[src/hw/rtl/ldyp_pkg.sv]
package ldyp_pkg;

   localparam int COORD_BITS    = 20;
   localparam int CORDIC_STAGES = 16;
   localparam int GUARD_BITS    = 12;
   localparam int ATAN_LEN      = 24;

   // difference of two coordinates
   localparam int DW = COORD_BITS + 1;
   // CORDIC datapath: scaled difference plus room for the gain of both passes
   localparam int CW = COORD_BITS + GUARD_BITS + 5;
   // angle accumulator, degrees with 16 fraction bits
   localparam int AW = 26;
   // final rounding and clamping
   localparam int RW = AW + 2;
   localparam int SHIFT_BITS = $clog2(ATAN_LEN);

   localparam int YAW_W   = 18;
   localparam int PITCH_W = 16;

   localparam int GAIN_W     = 17;
   localparam int GAIN_SHIFT = 15;
   localparam int GAIN_DROP  = GAIN_SHIFT - GUARD_BITS;
   localparam logic signed [GAIN_W-1:0] GAIN_Q15 = GAIN_W'(53961);

   localparam logic signed [AW-1:0] DEG90_Q16 = AW'(90 * 65536);

   localparam logic signed [RW-1:0] YAW_MIN   = RW'(-69120);
   localparam logic signed [RW-1:0] YAW_MAX   = RW'(23040);
   localparam logic signed [RW-1:0] PITCH_MIN = RW'(-23040);
   localparam logic signed [RW-1:0] PITCH_MAX = RW'(23040);
   localparam logic signed [RW-1:0] ROUND_HALF = RW'(128);

   // atan(2^-i) in degrees, 16 fraction bits
   localparam logic signed [AW-1:0] ATAN_TAB [ATAN_LEN] = '{
      AW'(2949120), AW'(1740967), AW'(919879), AW'(466945),
      AW'(234379),  AW'(117304),  AW'(58666),  AW'(29335),
      AW'(14668),   AW'(7334),    AW'(3667),   AW'(1833),
      AW'(917),     AW'(458),     AW'(229),    AW'(115),
      AW'(57),      AW'(29),      AW'(14),     AW'(7),
      AW'(4),       AW'(2),       AW'(1),      AW'(0)
   };

   typedef struct packed {
      logic                 valid;
      logic signed [CW-1:0] x;
      logic signed [CW-1:0] y;
      logic signed [CW-1:0] aux;
   } pre_in_type;

   typedef struct packed {
      logic                 valid;
      logic                 zero;
      logic signed [CW-1:0] x;
      logic signed [CW-1:0] y;
      logic signed [AW-1:0] acc;
      logic signed [CW-1:0] aux;
   } cell_type;

endpackage

[src/hw/rtl/ldyp_pre.sv]
// Quadrant fold ahead of a CORDIC chain: brings x onto the non-negative half plane.
module ldyp_pre (
   input  logic                 clock,
   input  logic                 reset,
   input  ldyp_pkg::pre_in_type pre_in,
   output ldyp_pkg::cell_type   pre_out
);

   ldyp_pkg::cell_type state_ff;
   ldyp_pkg::cell_type state_in;

   always_comb begin
      state_in       = '0;
      state_in.valid = pre_in.valid;
      state_in.zero  = (pre_in.x == '0) && (pre_in.y == '0);
      state_in.aux   = pre_in.aux;
      state_in.x     = pre_in.x;
      state_in.y     = pre_in.y;
      state_in.acc   = '0;
      if (pre_in.x < 0) begin
         if (pre_in.y >= 0) begin
            state_in.x   = pre_in.y;
            state_in.y   = -pre_in.x;
            state_in.acc = ldyp_pkg::DEG90_Q16;
         end else begin
            state_in.x   = -pre_in.y;
            state_in.y   = pre_in.x;
            state_in.acc = -ldyp_pkg::DEG90_Q16;
         end
      end
   end

   always_ff @(posedge clock) begin
      if (reset) begin
         state_ff.valid <= 1'b0;
      end else begin
         state_ff.valid <= state_in.valid;
      end
      state_ff.zero <= state_in.zero;
      state_ff.x    <= state_in.x;
      state_ff.y    <= state_in.y;
      state_ff.acc  <= state_in.acc;
      state_ff.aux  <= state_in.aux;
   end

   assign pre_out = state_ff;

endmodule

[config.mk]
export PLATFORM = sky130hd
export DESIGN_NAME = ldyp_pre
export DESIGN_NICKNAME = d
export VERILOG_FILES = /design/src/hw/rtl/ldyp_pkg.sv /design/src/hw/rtl/ldyp_pre.sv
export SDC_FILE = /design/constraint.sdc
export NUM_CORES = 1
export LEC_CHECK = 0
export ABC_CLOCK_PERIOD_IN_PS = 3170
export BUFFER_PORTS_ARGS = -buffer_cell sky130_fd_sc_hd__buf_2
export CAP_MARGIN = 40
export CORE_ASPECT_RATIO = 0.8
export CORE_UTILIZATION = 40
export CTS_CLUSTER_DIAMETER = 60
export CTS_CLUSTER_SIZE = 14
export DETAILED_ROUTE_END_ITERATION = 8
export PLACE_DENSITY = 0.82
export SYNTH_ARGS = -nofsm -noshare
export SYNTH_HDL_FRONTEND = slang
export SYNTH_SLANG_ARGS = --single-unit
[constraint.sdc]
create_clock -name clock -period 3.17 [get_ports clock]
set_input_delay 0.951 -clock clock [delete_from_list [all_inputs] [get_ports clock]]
set_output_delay 0.951 -clock clock [all_outputs]
set_load 0.02 [all_outputs]
==> out/metrics.csv, run 1 <==
stage,metric,value,unit
run_status,outcome,"finished, final reports clean",
timing,timing.final.crit_share,0.811,
cts,cts-root-buf,clkbuf_16,
cts,postCtsHoldBufs,0,
routing,drc_errors,0,
layout,fin_util,0.568,
synth,synth-edff-count,0,
routing,drt-pass1-iter-count,5,
global_routing,grtUsageTotal,0.221,
die,die_w,127,um
routing,drt_iter0_markers,325,
timing,finalHoldViolCount,0,
cts,cts_made_buffers,17,
die,fp.coreArea,12200,um^2
synth,yosysTopAreaCellShare,0.466,
synth,muxShareOfSynthArea,0.00603,
routing,drtAntennaViolNets,0,
worst_setup_path,crit_family,simple AND/OR/NAND/NOR gates,
synth,synth_commonest_cells,"dfxtp_1 (116), nor2_1 (94), a21oi_1 (80)",
cts,post_cts_buffers,0,
worst_setup_path,cp_max_fo,5,
synth,synth_area_per_cell,9.07,um^2
synth,synth_top_area_cell,dfxtp_1,
layout,largest_reg_flops,116,
layout,layout-drive-gt1-share,0.379,
worst_setup_path,cp-start-kind,input pin,
worst_setup_path,worst-path-buf-inv,3,
worst_setup_path,cp_cell_sequence,buf_2 -> inv_1 -> ha_1 -> or4b_4 -> nor4_4 -> buf_4 -> a31oi_1 -> xnor2_1 -> a21oi_1,
synth,synthTopCellsByArea,"dfxtp_1 (47%), a21oi_1 (8.0%), nor2_1 (7.1%)",
routing,num_vias,4851,
layout,area_delta_synth_final,38.8,%
job,max_cap_viol_count,0,
worst_setup_path,worst_path_max_delay_cell,or4b_4,
synth,synth.yosys.seq_area_share,0.466,
synth,synth_area,4980,um^2
synth,synth-seq-cells,116,
die,initial_core_util,0.410,
die,io_pins,253,
synth,synthArstFlopShare,0,
timing,clock.fmax,389,MHz
timing,setup_slack,0.600,ns
routing,wire_per_inst,15.2,um
routing,wl,14400,um
synth,post-synth-top-count-cell,dfxtp_1,
timing,hold_ws,0.644,ns
timing,fin_setup_tns,0,ns
synth,synthAdderAreaFrac,0.00502,
global_routing,grt_pass1_wl,22000,um
timing,relSlewSlack,0.613,
cts,clkSinkCount,116,
timing,tightest_slew,0.581,ns
synth,synth_warnings,0,
layout,multiInputGateArea,2380,um^2
global_routing,grt_max_degree,85,
timing,setup_violations,0,
synth,synth-simple-area-share,0.169,
min_path,hp-class,input pin to flop,
layout,fillCellCount,1071,
layout,fin_nets,899,
global_routing,grt-ovfl-total,0,
synth,postSynthCellCount,549,
placement,routabilityCongestion,0.870,
die,dieArea,12900,um^2
die,rows,36,
cts,clk_path_buf_depth,2,
layout,regArea,2320,um^2
synth,synth-main-ff-cell,dfxtp_1,
synth,synth_compound_area_frac,0.168,
worst_setup_path,slowest_delay,0.54,ns
timing,rsz0062_at_grt,false,
routing,vias_per_cell,5.12,
worst_setup_path,critical_path_class,input pin to flop,
cts,htreeDepth,4,
placement,hpwl,10500,um
worst_setup_path,end_kind,flop,
synth,synth_top_family_by_area,simple AND/OR/NAND/NOR gates,
global_routing,grt_pass1_vias,4364,
worst_setup_path,arrival,2.84,ns
global_routing,antenna_found_initial,0,
worst_setup_path,worst_ep_required_time,3.44,ns
synth,ys_types,44,
layout,diodes,0,
timing,fin_crit,2.57,ns
power,p_leak,3.14,nW
cts,postCtsResizedCells,0,
cts,cts_tree,built,
placement,dp_slack,0.190,ns
placement,io_buffers,235,
timing,maxSlewViolCount,0,
power,vdd_drop_max,0.456,mV
synth,synth_xor_xnor_area_share,0.118,
die,die-height,102,um
power,power_density,640,nW/um^2
cts,clk_pin_slew,0.06,ns
==> path summary, 6_finish.rpt <==
path | endpoint | cells past startpoint | slack [ns] | from
max | pre_out[95] | 9 | 0.60 | pre_in[74]
min | pre_out[3] | 1 | 0.64 | pre_in[3]
==> final cells by class <==
class / instances / share of cell area
repair buffers: 253 / 0.192
well taps: 152 / 0.0275
clock inverters: 14 / 0.0328
clock buffers: 18 / 0.0621
multi-input cells: 386 / 0.345
flip-flops and latches: 116 / 0.336
inverters: 9 / 0.00489
==> cell usage in the layout (no fill, tap or decap), types with 2 or more instances in the layout <==
master / n
a21oi_1: 80
a31oi_1: 7
a41oi_1: 8
buf_2: 234
buf_4: 18
bufinv_16: 5
clkbuf_16: 17
clkinv_4: 5
clkinvlp_4: 2
conb_1: 17
dfxtp_1: 116
ha_1: 2
inv_1: 9
inv_6: 2
mux2i_1: 3
nand2_1: 11
nand2b_1: 4
nand4_1: 4
nor2_1: 94
nor2b_1: 2
nor3_1: 14
nor4_1: 7
nor4_2: 4
nor4_4: 2
o21ai_0: 11
o31ai_1: 10
o41ai_1: 5
o41ai_2: 7
or2_2: 2
or3_1: 4
or4_1: 8
xnor2_1: 34
xor2_1: 33
==> cell families (layout without fill, tap and decap cells) <==
kind of cell	after synthesis	count (layout)
flip-flops	116	116
buffers and inverters	63	294
AND/OR/NAND/NOR	166	166
XOR/XNOR	67	67
AO/OA/AOI/OAI	131	131
adder cells (fa/ha/maj)	2	2
multiplexers	3	3
other	1	17
==> metal layers <==
metal / wire, um / GRT usage / vias up
li1: - / - / 2339
met1: 6180 / 0.276 / 2238
met2: 6830 / 0.359 / 265
met3: 1290 / 0.0843 / 9
met4: 102 / 0.0614 / 0
met5: 0 / 0 / -
==> metrics by stage <==
step	std cells	total power, W	area [um^2]
after floorplan	565	0.00206	5040
after global routing	948	0.00460	6910
after CTS	948	0.00446	6910
after detailed placement	916	0.00233	6260
after global placement	916	0.00232	6260
final	948	0.00443	6910
==> power by group <==
| part | switching, W | internal, W |
|---|---|---|
| Combinational | 0.000445 | 0.000251 |
| Clock | 0.000715 | 0.00141 |
| Sequential | 0.0000306 | 0.00158 |
No activity file was read; power rests on OpenSTA's default activity.
==> run 2, diff against run 1 <==
--- a/config.mk
+++ b/config.mk
@@ -5,7 +5,7 @@
 export SDC_FILE = /design/constraint.sdc
 export NUM_CORES = 1
 export LEC_CHECK = 0
-export ABC_CLOCK_PERIOD_IN_PS = 3170
+export ABC_CLOCK_PERIOD_IN_PS = 2610
 export BUFFER_PORTS_ARGS = -buffer_cell sky130_fd_sc_hd__buf_2
 export CAP_MARGIN = 40
 export CORE_ASPECT_RATIO = 0.8
==> constraint.sdc (replaced) <==
create_clock -name clock -period 2.61 [get_ports clock]
set_input_delay 0.783 -clock clock [delete_from_list [all_inputs] [get_ports clock]]
set_output_delay 0.783 -clock clock [all_outputs]
set_load 0.02 [all_outputs]
==> run 2 against run 1 <==
Net effect:
- die area unchanged
- core utilization up 1.5 points
- critical endpoint is now pre_out[131]
- count of clock-buffer cells in the layout unchanged
- sequential power up 21%
- hold slack worse by 0.17 ns
- routed wire length up 0.80%
- combinational power up 24%
- global-route usage up 0.19 points
- flip-flop and latch count unchanged
- sequential share of layout area down 0.85 points
- largest cell class unchanged
==> out/metrics.csv, run 2 (synthesized netlist as in run 1, its figures left out) <==
stage,metric,value,unit,change
cts,cts-root-buf,clkbuf_16,,
layout,largest_reg_flops,116,,unchanged
global_routing,antenna_found_initial,0,,unchanged
routing,vias_per_cell,5.04,,-1.5%
worst_setup_path,cp_max_fo,7,,+2
worst_setup_path,cp-startpoint,pre_in[38],,
min_path,min_to,pre_out[6],,
timing,tightest_slew,0.657,ns,+0.0757 ns
layout,final_cell_mix,"buf_2 (234), dfxtp_1 (116), nor2_1 (94), a21oi_1 (80), xnor2_1 (34)",,
routing,num_vias,4861,,+0.21%
routing,drtAntennaViolNets,0,,unchanged
layout,fin_nets,915,,+1.8%
layout,final_area,7090,um^2,+2.6%
cts,cts_tree,built,,
cts,clk_pin_slew,0.06,ns,about the same
worst_setup_path,worst_ep_required_time,2.88,ns,-0.56 ns
cts,cts_made_buffers,17,,unchanged
layout,diodes,0,,unchanged
cts,postCtsHoldBufs,0,,unchanged
timing,setup_violations,0,,unchanged
worst_setup_path,critical_path_class,input pin to flop,,
min_path,hp-start,pre_in[6],,
placement,routabilityCongestion,0.828,,-4.8%
min_path,whs_path_depth,1,,unchanged
power,power_density,772,nW/um^2,+21%
routing,wl,14500,um,+0.80%
timing,clock.fmax,421,MHz,
layout,final_common_cell,buf_2,,
die,initial_core_util,0.410,,unchanged
die,die_w,127,um,unchanged
routing,drc_errors,0,,unchanged
cts,postCtsResizedCells,0,,unchanged
die,fp.coreArea,12200,um^2,unchanged
placement,postPlaceCellArea,6410,um^2,+2.5%
worst_setup_path,cp-start-kind,input pin,,
timing,fin_crit,2.38,ns,
layout,layout-drive-gt1-share,0.392,,+0.0122
worst_setup_path,end_kind,flop,,
global_routing,grt-ovfl-total,0,,unchanged
routing,drt-pass1-iter-count,5,,unchanged
run_status,outcome,"finished, final reports clean",,
min_path,hp-class,input pin to flop,,
global_routing,grt_max_degree,79,,-7.1%
timing,relSlewSlack,0.562,,-0.0505
global_routing,grtUsageTotal,0.223,,+0.00189
timing,maxSlewViolCount,0,,unchanged
power,vdd_drop_max,0.424,mV,-7.1%
power,totalPowerFinal,0.00547,W,+24%
cts,post_cts_buffers,0,,unchanged
routing,wire_per_inst,15.1,um,-0.87%
power,p_leak,3.24,nW,+3.2%
die,dieArea,12900,um^2,unchanged
placement,io_buffers,235,,unchanged
worst_setup_path,arrival,2.65,ns,-0.19 ns
cts,htreeDepth,4,,unchanged
cts,clk_path_buf_depth,2,,unchanged
job,max_cap_viol_count,0,,unchanged
layout,fillCellCount,1072,,+0.093%
global_routing,grt_pass1_vias,4362,,-0.046%
die,die-height,102,um,unchanged
placement,hpwl,10700,um,+2.1%
routing,drt_iter0_markers,312,,-4.0%
timing,rsz0062_at_grt,false,,
timing,finalHoldViolCount,0,,unchanged
layout,area_delta_synth_final,42.4,%,
die,rows,36,,unchanged
timing,timing.final.crit_share,0.911,,
global_routing,grt_pass1_wl,22000,um,about the same
die,io_pins,253,,unchanged
cts,clkSinkCount,116,,unchanged
==> run 2: cell count changes in the layout (fill, tap and decap cells not counted), sizes merged <==
| cell | before | now |
|---|---|---|
| inv | 11 | 12 |
| clkinv | 5 | 3 |
| buf | 253 | 269 |
| bufinv | 5 | 6 |
==> run 2: layout make-up <==
class / instances / area (um^2) / area share
Clock buffer: 18 / 429 / 0.0605
Clock inverter: 14 / 248 / 0.0349
Inverter: 9 / 33.8 / 0.00476
Multi-Input combinational cell: 386 / 2380 / 0.336
Sequential cell: 116 / 2320 / 0.327
Tap cell: 152 / 190 / 0.0268
Timing Repair Buffer: 269 / 1480 / 0.209
==> run 2: worst max-delay path by stage <==
stage                         to  cells past startpoint  slack [ns]
finish              pre_out[131]                      7        0.23
floorplan            pre_out[97]                      7        0.05
CTS                 pre_out[131]                      7        0.29
detailed placement  pre_out[131]                      7       -0.06
global placement    pre_out[131]                      7       0.004
global route        pre_out[131]                      7        0.18
==> run 2: routing by layer <==
metal  GRT usage  wire (um)  up-vias
met1       0.280       6170     2224
met3      0.0660       1220       12
li1            -          -     2371
met5           0          0        -
met4      0.0751        129        0
met2       0.369       7000      254
==> run 2: through the flow <==
step	cells	TNS (ns)	setup WS, ns	hold WS (ns)	util
2_1_floorplan	565	0	0.0493	0.811	-
3_3_place_gp	932	0	0.00444	0.885	0.527
3_5_place_dp	932	-0.0710	-0.0606	0.887	0.527
4_1_cts	964	0	0.286	0.453	0.583
5_1_grt	964	0	0.180	0.453	0.583
6_report	964	0	0.233	0.473	0.583
==> run 2: power breakdown <==
part | internal (W) | switching (W) | total (W)
Clock | 0.00180 | 0.000857 | 0.00266
Combinational | 0.000317 | 0.000543 | 0.000860
Sequential | 0.00192 | 0.0000362 | 0.00195
==> run 2: critical path: stages <==
cell,delay [ns]
buf_2,0.13
or4_1,0.55
nand2b_1,0.19
buf_4,0.20
o41ai_1,0.49
xor2_1,0.20
a21oi_1,0.11
